`config.mk`:
```
export PLATFORM = sky130hd
export DESIGN_NAME = oriented_box_overlap_test_core
export DESIGN_NICKNAME = d
export VERILOG_FILES = /design/src/design/obbt_pkg.sv /design/src/design/oriented_box_overlap_test_core.sv /design/src/design/obbt_datapath.sv
export VERILOG_INCLUDE_DIRS = /design/src /design/src/design
export SDC_FILE = /design/constraint.sdc
export NUM_CORES = 2
export LEC_CHECK = 0
export ABC_AREA = 1
export BUFFER_PORTS_ARGS = -buffer_cell sky130_fd_sc_hd__clkbuf_2
export CAP_MARGIN = 10
export CORE_MARGIN = 2
export CORE_UTILIZATION = 35
export CTS_CLUSTER_SIZE = 40
export DETAILED_ROUTE_END_ITERATION = 8
export HOLD_SLACK_MARGIN = 0.12
export SLEW_MARGIN = 20
export SYNTH_ARGS = -nofsm -noshare
export SYNTH_HDL_FRONTEND = slang
export SYNTH_SLANG_ARGS = --single-unit
export TNS_END_PERCENT = 1
```
`constraint.sdc`:
```
create_clock -name clk -period 12.3 [get_ports clk]
set_input_delay 2.46 -clock clk [delete_from_list [all_inputs] [get_ports clk]]
set_output_delay 2.46 -clock clk [all_outputs]
set_load 0.03 [all_outputs]
```
`src/design/oriented_box_overlap_test_core_defines.svh`:
```
// ----------------------------------------------------------------------------
// oriented box overlap test: assertion macros
// shared property wrappers, clocked on clk and disabled during reset
// ----------------------------------------------------------------------------
`ifndef ORIENTED_BOX_OVERLAP_TEST_CORE_DEFINES_SVH
`define ORIENTED_BOX_OVERLAP_TEST_CORE_DEFINES_SVH

// same-cycle implication
`define OBBT_ASSERT_NOW(label, ante, cons, msg) \
	label: assert property (@(posedge clk) disable iff (!arst_n) (ante) |-> (cons)) \
		else $error(msg);

// next-cycle implication
`define OBBT_ASSERT_NEXT(label, ante, cons, msg) \
	label: assert property (@(posedge clk) disable iff (!arst_n) (ante) |=> (cons)) \
		else $error(msg);

`endif

```
`src/design/obbt_pkg.sv`:
```
// ----------------------------------------------------------------------------
// obbt_pkg
// types, control word layout and microcode program of the box overlap test
// ----------------------------------------------------------------------------
`timescale 1ns / 1ps

package obbt_pkg;

	// item modes
	localparam logic MODE_LOAD = 1'b0;
	localparam logic MODE_TEST = 1'b1;

	// sequencer sizes
	localparam int PC_W = 4;
	localparam logic [PC_W-1:0] UCODE_LAST = 4'd12;
	localparam int AXIS_IDX_W = 2;
	localparam logic [AXIS_IDX_W-1:0] LAST_AXIS = 2'd3;

	typedef enum logic {
		ST_IDLE,
		ST_RUN
	} state_t;

	// multiplier operand a
	typedef enum logic [2:0] {
		A_DX,
		A_DY,
		A_O1X,
		A_O1Y,
		A_O2X,
		A_O2Y,
		A_L1,
		A_L2
	} a_sel_t;

	// multiplier operand b
	typedef enum logic [2:0] {
		B_AX,
		B_AY,
		B_P1LO,
		B_P1HI,
		B_P2LO,
		B_P2HI
	} b_sel_t;

	// accumulator action on the registered product
	typedef enum logic [2:0] {
		ACC_HOLD,
		ACC_LOAD,
		ACC_ADD,
		ACC_ADD_SH,
		ACC_INIT
	} acc_op_t;

	// magnitude capture from the accumulator
	typedef enum logic [1:0] {
		LAT_NONE,
		LAT_DIST,
		LAT_P1,
		LAT_P2
	} lat_t;

	typedef struct packed {
		a_sel_t  a_sel;
		b_sel_t  b_sel;
		acc_op_t acc_op;
		lat_t    lat;
		logic    last;
	} ctrl_t;

	localparam ctrl_t CTRL_IDLE = '{A_DX, B_AX, ACC_HOLD, LAT_NONE, 1'b0};

	// one axis of the test; the product of a step is accumulated in the next
	function automatic ctrl_t ucode(input logic [PC_W-1:0] pc);
		ctrl_t cw;
		begin
			unique case (pc)
				4'd0:  cw = '{A_DX,  B_AX,   ACC_HOLD,   LAT_NONE, 1'b0};
				4'd1:  cw = '{A_DY,  B_AY,   ACC_LOAD,   LAT_NONE, 1'b0};
				4'd2:  cw = '{A_O1X, B_AX,   ACC_ADD,    LAT_NONE, 1'b0};
				4'd3:  cw = '{A_O1Y, B_AY,   ACC_LOAD,   LAT_DIST, 1'b0};
				4'd4:  cw = '{A_O2X, B_AX,   ACC_ADD,    LAT_NONE, 1'b0};
				4'd5:  cw = '{A_O2Y, B_AY,   ACC_LOAD,   LAT_P1,   1'b0};
				4'd6:  cw = '{A_DX,  B_AX,   ACC_ADD,    LAT_NONE, 1'b0};
				4'd7:  cw = '{A_L1,  B_P1LO, ACC_INIT,   LAT_P2,   1'b0};
				4'd8:  cw = '{A_L1,  B_P1HI, ACC_ADD,    LAT_NONE, 1'b0};
				4'd9:  cw = '{A_L2,  B_P2LO, ACC_ADD_SH, LAT_NONE, 1'b0};
				4'd10: cw = '{A_L2,  B_P2HI, ACC_ADD,    LAT_NONE, 1'b0};
				4'd11: cw = '{A_DX,  B_AX,   ACC_ADD_SH, LAT_NONE, 1'b0};
				4'd12: cw = '{A_DX,  B_AX,   ACC_HOLD,   LAT_NONE, 1'b1};
				default: cw = CTRL_IDLE;
			endcase
			return cw;
		end
	endfunction

endpackage

```
`src/design/oriented_box_overlap_test_core.sv`:
```
// ----------------------------------------------------------------------------
// oriented_box_overlap_test_core
// separating-axis overlap test of two 2d oriented boxes, microcoded
//
// channel   handshake               payload
// -------   ---------------------   ---------------------------------------
// item in   start high, busy low    mode, center_x/y, axis1_x/y, axis2_x/y,
//                                   half_len1, half_len2
// result    done strobe, one cycle  overlap
//
// a load beat gives no result
// a test beat keeps busy high through the program for each of four axes,
// stopping when an axis separates; one shared multiplier paced by the program
// the result strobe comes in the cycle after the last step, busy already low
// reset clears the reference box to all zeros and the sequencer to idle
// the receiver cannot stall; each result is shown for exactly one cycle
// ----------------------------------------------------------------------------
`timescale 1ns / 1ps
`include "oriented_box_overlap_test_core_defines.svh"

module oriented_box_overlap_test_core
	import obbt_pkg::*;
#(
	parameter int COORD_WIDTH = 24,
	parameter int AXIS_WIDTH  = 16
) (
	input  logic                          clk,
	input  logic                          arst_n,
	input  logic                          start,
	output logic                          busy,
	input  logic                          mode,
	input  logic signed [COORD_WIDTH-1:0] center_x,
	input  logic signed [COORD_WIDTH-1:0] center_y,
	input  logic signed [AXIS_WIDTH-1:0]  axis1_x,
	input  logic signed [AXIS_WIDTH-1:0]  axis1_y,
	input  logic signed [AXIS_WIDTH-1:0]  axis2_x,
	input  logic signed [AXIS_WIDTH-1:0]  axis2_y,
	input  logic        [COORD_WIDTH-2:0] half_len1,
	input  logic        [COORD_WIDTH-2:0] half_len2,
	output logic                          done,
	output logic                          overlap
);

	state_t state_q, state_d;
	logic [PC_W-1:0]       pc_q, pc_d;
	logic [AXIS_IDX_W-1:0] axis_q, axis_d;
	logic                  done_q, done_d;
	logic                  overlap_q, overlap_d;
	ctrl_t                 ctrl;
	logic                  acc_neg;
	logic                  take;

	// reference box
	logic signed [COORD_WIDTH-1:0] ref_cx_q, ref_cy_q;
	logic signed [AXIS_WIDTH-1:0]  ref_a1x_q, ref_a1y_q, ref_a2x_q, ref_a2y_q;
	logic        [COORD_WIDTH-2:0] ref_h1_q, ref_h2_q;

	// test box and center offset
	logic signed [AXIS_WIDTH-1:0]  tst_a1x_q, tst_a1y_q, tst_a2x_q, tst_a2y_q;
	logic        [COORD_WIDTH-2:0] tst_h1_q, tst_h2_q;
	logic signed [COORD_WIDTH:0]   dx_q, dy_q;

	// per-axis operands
	logic signed [AXIS_WIDTH-1:0]  ax, ay, o1x, o1y, o2x, o2y;
	logic        [COORD_WIDTH-2:0] r, l1, l2;

	assign take    = start && (state_q == ST_IDLE);
	assign busy    = (state_q == ST_RUN);
	assign done    = done_q;
	assign overlap = overlap_q;
	assign ctrl    = busy ? ucode(pc_q) : CTRL_IDLE;

	// reference box store
	always_ff @(posedge clk or negedge arst_n) begin
		if (!arst_n) begin
			ref_cx_q  <= '0;
			ref_cy_q  <= '0;
			ref_a1x_q <= '0;
			ref_a1y_q <= '0;
			ref_a2x_q <= '0;
			ref_a2y_q <= '0;
			ref_h1_q  <= '0;
			ref_h2_q  <= '0;
		end else if (take && mode == MODE_LOAD) begin
			ref_cx_q  <= center_x;
			ref_cy_q  <= center_y;
			ref_a1x_q <= axis1_x;
			ref_a1y_q <= axis1_y;
			ref_a2x_q <= axis2_x;
			ref_a2y_q <= axis2_y;
			ref_h1_q  <= half_len1;
			ref_h2_q  <= half_len2;
		end
	end

	// test box capture
	always_ff @(posedge clk) begin
		if (take && mode == MODE_TEST) begin
			tst_a1x_q <= axis1_x;
			tst_a1y_q <= axis1_y;
			tst_a2x_q <= axis2_x;
			tst_a2y_q <= axis2_y;
			tst_h1_q  <= half_len1;
			tst_h2_q  <= half_len2;
			dx_q      <= (COORD_WIDTH+1)'(center_x) - (COORD_WIDTH+1)'(ref_cx_q);
			dy_q      <= (COORD_WIDTH+1)'(center_y) - (COORD_WIDTH+1)'(ref_cy_q);
		end
	end

	// axis under test and the other box
	always_comb begin
		unique case (axis_q)
			2'd0: begin
				ax = tst_a1x_q; ay = tst_a1y_q; r = tst_h1_q;
				o1x = ref_a1x_q; o1y = ref_a1y_q; l1 = ref_h1_q;
				o2x = ref_a2x_q; o2y = ref_a2y_q; l2 = ref_h2_q;
			end
			2'd1: begin
				ax = tst_a2x_q; ay = tst_a2y_q; r = tst_h2_q;
				o1x = ref_a1x_q; o1y = ref_a1y_q; l1 = ref_h1_q;
				o2x = ref_a2x_q; o2y = ref_a2y_q; l2 = ref_h2_q;
			end
			2'd2: begin
				ax = ref_a1x_q; ay = ref_a1y_q; r = ref_h1_q;
				o1x = tst_a1x_q; o1y = tst_a1y_q; l1 = tst_h1_q;
				o2x = tst_a2x_q; o2y = tst_a2y_q; l2 = tst_h2_q;
			end
			default: begin
				ax = ref_a2x_q; ay = ref_a2y_q; r = ref_h2_q;
				o1x = tst_a1x_q; o1y = tst_a1y_q; l1 = tst_h1_q;
				o2x = tst_a2x_q; o2y = tst_a2y_q; l2 = tst_h2_q;
			end
		endcase
	end

	obbt_datapath #(
		.COORD_WIDTH(COORD_WIDTH),
		.AXIS_WIDTH (AXIS_WIDTH)
	) u_datapath (
		.clk    (clk),
		.ctrl   (ctrl),
		.dx     (dx_q),
		.dy     (dy_q),
		.ax     (ax),
		.ay     (ay),
		.o1x    (o1x),
		.o1y    (o1y),
		.o2x    (o2x),
		.o2y    (o2y),
		.r      (r),
		.l1     (l1),
		.l2     (l2),
		.acc_neg(acc_neg)
	);

	// sequencer state register
	always_ff @(posedge clk or negedge arst_n) begin
		if (!arst_n) begin
			state_q   <= ST_IDLE;
			pc_q      <= '0;
			axis_q    <= '0;
			done_q    <= 1'b0;
			overlap_q <= 1'b0;
		end else begin
			state_q   <= state_d;
			pc_q      <= pc_d;
			axis_q    <= axis_d;
			done_q    <= done_d;
			overlap_q <= overlap_d;
		end
	end

	// step counter, axis loop and early exit on a separating axis
	always_comb begin
		state_d   = state_q;
		pc_d      = pc_q;
		axis_d    = axis_q;
		done_d    = 1'b0;
		overlap_d = overlap_q;
		unique case (state_q)
			ST_IDLE: begin
				if (take && mode == MODE_TEST) begin
					state_d = ST_RUN;
					pc_d    = '0;
					axis_d  = '0;
				end
			end
			ST_RUN: begin
				priority if (!ctrl.last) begin
					pc_d = pc_q + 1'b1;
				end else if (acc_neg) begin
					state_d   = ST_IDLE;
					done_d    = 1'b1;
					overlap_d = 1'b0;
				end else if (axis_q == LAST_AXIS) begin
					state_d   = ST_IDLE;
					done_d    = 1'b1;
					overlap_d = 1'b1;
				end else begin
					axis_d = axis_q + 1'b1;
					pc_d   = '0;
				end
			end
			default: state_d = ST_IDLE;
		endcase
	end

	// checks
	`OBBT_ASSERT_NOW(a_done_idle, done, !busy, "result strobe while still busy")
	`OBBT_ASSERT_NEXT(a_load_silent, start && !busy && mode == MODE_LOAD, !done && !busy,
		"load beat gave a result")
	`OBBT_ASSERT_NEXT(a_test_runs, start && !busy && mode == MODE_TEST, busy,
		"test beat did not start the sequencer")
	`OBBT_ASSERT_NOW(a_pc_range, busy, pc_q <= UCODE_LAST, "step counter past program end")

endmodule

```
`src/design/obbt_datapath.sv`:
```
// ----------------------------------------------------------------------------
// obbt_datapath
// shared multiplier, wide accumulator and magnitude registers for one axis
// ----------------------------------------------------------------------------
`timescale 1ns / 1ps

module obbt_datapath
	import obbt_pkg::*;
#(
	parameter int COORD_WIDTH = 24,
	parameter int AXIS_WIDTH  = 16
) (
	input  logic                          clk,
	input  ctrl_t                         ctrl,
	input  logic signed [COORD_WIDTH:0]   dx,
	input  logic signed [COORD_WIDTH:0]   dy,
	input  logic signed [AXIS_WIDTH-1:0]  ax,
	input  logic signed [AXIS_WIDTH-1:0]  ay,
	input  logic signed [AXIS_WIDTH-1:0]  o1x,
	input  logic signed [AXIS_WIDTH-1:0]  o1y,
	input  logic signed [AXIS_WIDTH-1:0]  o2x,
	input  logic signed [AXIS_WIDTH-1:0]  o2y,
	input  logic        [COORD_WIDTH-2:0] r,
	input  logic        [COORD_WIDTH-2:0] l1,
	input  logic        [COORD_WIDTH-2:0] l2,
	output logic                          acc_neg
);

	localparam int F    = AXIS_WIDTH - 2;
	localparam int MA   = (COORD_WIDTH + 1 > AXIS_WIDTH + 1) ? COORD_WIDTH + 1 : AXIS_WIDTH + 1;
	localparam int BW   = AXIS_WIDTH + 1;
	localparam int PW   = MA + BW;
	localparam int ACCW = 2 * AXIS_WIDTH + COORD_WIDTH + 3;
	localparam int DW   = COORD_WIDTH + AXIS_WIDTH + 1;
	localparam int PMW  = 2 * AXIS_WIDTH;

	logic signed [MA-1:0] op_a;
	logic signed [BW-1:0] op_b;
	logic signed [PW-1:0] prod_q;
	logic [ACCW-1:0]      acc_q;
	logic [ACCW-1:0]      acc_abs;
	logic [ACCW-1:0]      prod_ext;
	logic [DW-1:0]        dist_q;
	logic [PMW-1:0]       p1_q;
	logic [PMW-1:0]       p2_q;

	// operand a select
	always_comb begin
		unique case (ctrl.a_sel)
			A_DX:    op_a = MA'(dx);
			A_DY:    op_a = MA'(dy);
			A_O1X:   op_a = MA'(o1x);
			A_O1Y:   op_a = MA'(o1y);
			A_O2X:   op_a = MA'(o2x);
			A_O2Y:   op_a = MA'(o2y);
			A_L1:    op_a = MA'(l1);
			A_L2:    op_a = MA'(l2);
			default: op_a = MA'(dx);
		endcase
	end

	// operand b select, projection magnitudes split in halves
	always_comb begin
		unique case (ctrl.b_sel)
			B_AX:    op_b = BW'(ax);
			B_AY:    op_b = BW'(ay);
			B_P1LO:  op_b = BW'(p1_q[AXIS_WIDTH-1:0]);
			B_P1HI:  op_b = BW'(p1_q[PMW-1:AXIS_WIDTH]);
			B_P2LO:  op_b = BW'(p2_q[AXIS_WIDTH-1:0]);
			B_P2HI:  op_b = BW'(p2_q[PMW-1:AXIS_WIDTH]);
			default: op_b = BW'(ax);
		endcase
	end

	// sign extension and magnitude of the accumulator
	assign prod_ext = {{(ACCW-PW){prod_q[PW-1]}}, prod_q};
	assign acc_abs  = acc_q[ACCW-1] ? (~acc_q + 1'b1) : acc_q;
	assign acc_neg  = acc_q[ACCW-1];

	// multiply into the product register, then accumulate the registered product
	always_ff @(posedge clk) begin
		prod_q <= op_a * op_b;
		unique case (ctrl.acc_op)
			ACC_HOLD:   acc_q <= acc_q;
			ACC_LOAD:   acc_q <= prod_ext;
			ACC_ADD:    acc_q <= acc_q + prod_ext;
			ACC_ADD_SH: acc_q <= acc_q + (prod_ext << AXIS_WIDTH);
			ACC_INIT:   acc_q <= (ACCW'(r) << (2 * F)) - (ACCW'(dist_q) << F);
			default:    acc_q <= acc_q;
		endcase
	end

	// magnitude capture
	always_ff @(posedge clk) begin
		unique case (ctrl.lat)
			LAT_DIST: dist_q <= acc_abs[DW-1:0];
			LAT_P1:   p1_q   <= acc_abs[PMW-1:0];
			LAT_P2:   p2_q   <= acc_abs[PMW-1:0];
			LAT_NONE: ;
			default:  ;
		endcase
	end

endmodule

```
Word level (Yosys, flattened, before mapping):

Memory sizes are Yosys's and may differ from the RTL's.
Cells that the tools add are included.

* flip-flop bits (word level): 533
* bits in read-only memories: 192
* output and inout port bits: 3
* word-level logic and storage cells: 113
* memories kept: 1

* add/subtract/negate cells: 8
* multipliers: 1
* eq/ne operators: 28
* multiplexer cells: 35
* bitwise logic cells: 3
* reduce and logical (&&, ||, !) cells: 11

Memories
* (no name shown): depth 16, bits a word 12, read ports 1, clocked after Yosys merged registers in 0, write ports 0, line obbt_pkg.sv:77 `unique case (pc)`

Operators with widths (count)
* 59-bit case mux with 4 select lines: 1
* 25-bit case mux with 8 select lines: 1
* 59-bit adder: 2
* 16-bit case mux with 3 select lines: 2
* 17-bit case mux with 5 select lines: 1
* 23-bit case mux with 3 select lines: 1
* 16-bit 2-to-1 mux: 4
* 51-bit by 55-bit subtractor with 56-bit output: 1
* 24-bit by 24-bit subtractor with 25-bit output: 2
* 23-bit 2-to-1 mux: 2
* 25-bit by 17-bit multiplier with 42-bit output: 1
* 41-bit by 1-bit adder with 41-bit output (second input constant): 1
* 41-bit 2-to-1 mux: 1
* 41-bit inverter: 1
* 3-bit == test (second input constant): 7
* 3-bit by 2-bit == test with 1-bit output (second input constant): 6
* 4-bit 2-to-1 mux: 4
* 12-bit 2-to-1 mux: 1
* 1-bit 2-to-1 mux: 10
* 3-bit by 1-bit == test with 1-bit output (second input constant): 3
* 2-bit == test (second input constant): 4
* 2-bit 2-to-1 mux: 4
* 4-bit case mux with 2 select lines: 1
* 3-bit != test (second input constant): 2
* 16 further kinds: 23

Logic depth before layout (Yosys ltp):

* depth after elaboration: 5
* gate-level depth with buffers: 42
* mapped depth without buffers: 40

Cells and area by module:

A second synthesis with hierarchy kept.

* cells, all modules: 7428
* area, all modules: 54004.3 um2

Modules (own cells, without submodules)
* obbt_datapath: instances 1, cells each 5315, area each 36535.0 um2, seq. area each 5765.5 um2
* oriented_box_overlap_test_core: instances 1, cells each 2113, area each 17469.3 um2, seq. area each 8983.6 um2

Least setup slack after synthesis:

No wires, ideal clock.

* path type: input-to-reg
* from: input port mode
* to: register pc_q[0]
* setup time: 0.140 ns
* arrival: 14.570 ns
* data required time: 12.160 ns
* setup slack: -2.410 ns
* cell stages on the path: 5
* cells stage by stage: inv_1 > nor3_1 > inv_1 > a21oi_1 > o21ai_0

* word-level cells in the longest chain between the ends: 3

RTL lines
* start, declared: line oriented_box_overlap_test_core.sv:31 `input logic mode,`
* 1-bit logical AND: line oriented_box_overlap_test_core.sv:182 `if (take && mode == MODE_TEST) begin`
* 2-bit by 1-bit != test with 1-bit output (no source line)
* 3-bit AND reduction (no source line)
* end signal, assigned: line oriented_box_overlap_test_core.sv:166 `pc_q <= pc_d;`
* end, declared: line oriented_box_overlap_test_core.sv:45 `logic [PC_W-1:0] pc_q, pc_d;`

No other way between the ends.
A chain may end at the register's enable or synchronous reset.

Worst setup path in the final report:

* from: register axis_q[0]
* to: register u_datapath.prod_q[29]

* word-level cells in the longest chain between the ends: 5

RTL lines
* start, declared: line oriented_box_overlap_test_core.sv:46 `logic [AXIS_IDX_W-1:0] axis_q, axis_d;`
* start signal, assigned: line oriented_box_overlap_test_core.sv:167 `axis_q <= axis_d;`
* 2-bit by 1-bit == test with 1-bit output / 2-bit logical NOT (equally long branches): line oriented_box_overlap_test_core.sv:112 `unique case (axis_q)`
* 2-bit OR reduction (no source line)
* 23-bit 2-to-1 mux / 16-bit 2-to-1 mux (equally long branches): line oriented_box_overlap_test_core.sv:112
* 25-bit case mux with 8 select lines: line obbt_datapath.sv:49 `unique case (ctrl.a_sel)`
* 25-bit by 17-bit multiplier with 42-bit output (*): line obbt_datapath.sv:82 `prod_q <= op_a * op_b;`
* end signal, assigned: line obbt_datapath.sv:82
* end, declared: line obbt_datapath.sv:39 `logic signed [PW-1:0] prod_q;`

Mark *: on every way between the ends. The rest lies on a longest branch, timed or not.

==> flow_summary.json <==
{
  "wl_met2_mm": 89.3,
  "ys_types": 66,
  "cts_made_buffers": 66,
  "htreeDepth": 3,
  "hold_path_class": "flop to flop",
  "r2r_slack_ns": 3.10,
  "status": "complete, no violations",
  "grt_max_degree": 161,
  "cp_max_fo": 91,
  "skew_ns": 0.0395,
  "cts.reportedPaths.clkPinSlew_ns": 0.06,
  "period_share_pct": 74.8,
  "rows": 143,
  "initial_core_util_pct": 35.2,
  "hold_violations": 0,
  "avgSynthCellArea_um2": 7.39,
  "antenna_found_initial": 11,
  "slew_headroom_pct": 27.4,
  "setup_violations": 0,
  "synth_seq_cells": 533,
  "gp_congestion": 0.991,
  "area_growth_pct": 9.13,
  "clockBufferDepth": 3,
  "startpoint_type": "flop",
  "root_buffer": "clkbuf_16",
  "cts_setup_buffers": 0,
  "nNetsFinal": 8182,
  "grt_pass1_vias": 47700,
  "synth-main-ff-cell": "edfxtp_1",
  "cpPeakStageDelay_ns": 0.77,
  "final_common_cell": "nand2_1",
  "cp.arrival_ns": 9.74,
  "whs_ns": 0.493,
  "synth_edf_count": 324,
  "slowest_stage": "buf_4",
  "max_freq_ghz": 0.109,
  "syn_inst": 7230,
  "tightest_slew_ns": 1.08,
  "max_cap_viol_count": 0,
  "drt-met1-wl_mm": 82.8,
  "synthArstFlopShare_pct": 31.3,
  "ios": 165,
  "die_w_um": 395,
  "drive_gt1_share_pct": 6.35,
  "cts_hold_buffers": 0,
  "drt_iter0_drc": 4687,
  "first_pass_iters": 8,
  "fin_crit_ns": 9.20,
  "grt_overflow": 0,
  "cts_tree": "yes",
  "required_ns": 12.84,
  "drc_errors": 0,
  "ant_nets": 0,
  "die_area_um2": 156000,
  "vias_per_cell": 5.14,
  "grt_usage_pct": 25.1,
  "dieHeight_um": 395,
  "synthesis.area_um2": 53400,
  "post_cts_resized": 0,
  "avgRoutedWirePerCell_um": 20.9,
  "routed.top_layer": "met5",
  "path_class": "flop to flop",
  "wl_mm": 197,
  "cp-end-kind": "flop",
  "ys_seq_area_share_pct": 27.6,
  "yosys_warnings": 0,
  "clk_latency_ns": 0.68,
  "core_area_um2": 152000,
  "finalMaxSlewViolations": 0,
  "rsz0062_at_grt": "no",
  "synth_nets": 8097,
  "vias": 48300,
  "final_cell_mix": "nand2_1, inv_1, nor2_1, a21oi_1, fa_1",
  "cts_sinks": 533,
  "met3WireLength_mm": 15.2,
  "portBuffers": 164,
  "fill_cells": 16000,
  "dp_hpwl_mm": 160,
  "setup_tns_ns": 0,
  "cp_common_cell": "fa_1",
  "grt_pass1_wl_mm": 297
}
==> worst paths after layout <==
path	start	endpoint	depth (start not counted)
setup / recovery	axis_q[0]	u_datapath.prod_q[29]	28
hold / removal	ref_cy_q[0]	ref_cy_q[0]	2
setup reg to reg	axis_q[0]	u_datapath.prod_q[29]	28
hold reg to reg	ref_cy_q[0]	ref_cy_q[0]	2
max in group asynchronous	arst_n	ref_a1y_q[14]	3
min in group asynchronous	arst_n	ref_cy_q[16]	1
==> worst max-delay path: cells and delay by family (launching register included) <==
family,cells,cell delay (ns)
buffers and inverters,7,1.28
flip-flops,1,0.39
AO/OA/AOI/OAI,4,1.23
adder cells (fa/ha/maj),8,3.59
AND/OR/NAND/NOR,9,2.40
==> synth_stat cells (6+ instances only) <==
cell	number	area share, %
inv_1	1304	9.2
nand2_2	21	0.25
xor2_1	76	1.2
or2_1	10	0.12
a21o_1	22	0.31
nand2_4	7	0.15
a21boi_0	6	0.084
clkbuf_1	87	0.61
o2111ai_1	6	0.098
o21ai_0	255	2.4
nand3b_1	36	0.51
inv_2	28	0.20
nand2_1	1984	14
nor2_4	13	0.27
ha_1	285	6.7
nand3b_4	7	0.26
buf_4	22	0.31
a21oi_1	422	4.0
nor4_1	14	0.16
o22ai_1	13	0.15
o21bai_1	23	0.32
nor2_1	836	5.9
nand4_1	84	0.98
dfxtp_1	42	1.6
nor3_1	44	0.41
a41oi_1	8	0.13
mux2_2	34	0.72
buf_1	17	0.12
buf_2	33	0.31
a32oi_1	30	0.49
xnor2_1	59	0.97
nand3_1	340	3.2
or2_2	24	0.28
edfxtp_1	324	18
a31oi_1	18	0.21
o211ai_1	13	0.18
fa_1	420	16
dfrtp_1	167	7.8
buf_6	25	0.53
==> sequential cells by signal (all words and copies together) (netlist names), 16 cells and up <==
register and cells:
u_datapath.acc_q 59, ref_a2x_q 16, tst_a1x_q 16, u_datapath.p1_q 32, tst_a1y_q 16, u_datapath.p2_q 32, ref_h2_q 23, dx_q 25
u_datapath.dist_q 41, tst_h2_q 23, tst_h1_q 23, ref_a1y_q 16, dy_q 25, ref_cy_q 24, u_datapath.prod_q 42, ref_a1x_q 16
tst_a2x_q 16, ref_h1_q 23, ref_a2y_q 16, tst_a2y_q 16, ref_cx_q 24
==> through the flow <==
step	setup WS [ns]	util, %	cells	instance area, µm²
floorplan	2.52	-	7230	53400
global placement	3.33	37.0	9277	56200
detailed placement	3.36	37.0	9277	56200
CTS	3.32	38.4	9398	58300
global route	2.64	38.4	9398	58300
finish	3.10	38.4	9400	58300
==> per-layer routing <==
metal / vias to the layer above / GRT usage, %
met4: 12 / 10.6
met5: - / 0
li1: 22900 / -
met1: 23200 / 33.0
met2: 1889 / 40.3
met3: 374 / 4.76
==> cell type report <==
type                    count  area [µm²]  share of cell area (%)
clock inverters            36         383                   0.657
inverters                1340        5040                    8.64
diodes                      2        5.00                 0.00858
well taps                2030        2540                    4.36
multi-input cells        5173       32700                    56.1
flip-flops and latches    533       14700                    25.3
repair buffers            201        1120                    1.92
clock buffers              85        1760                    3.03
==> logic make-up after synthesis <==
| logic type | count (synthesis) | synth area share (%) |
|---|---|---|
| flops | 533 | 27.6 |
| buf+inv | 1524 | 11.3 |
| fa+ha+maj | 705 | 22.4 |
| simple gates | 3451 | 26.9 |
| xor+xnor | 135 | 2.21 |
| mux | 34 | 0.717 |
| compound gates | 848 | 8.86 |
Power is not shown: default switching activity piles up to over one toggle a cycle in this logic, so the estimate is an artifact.
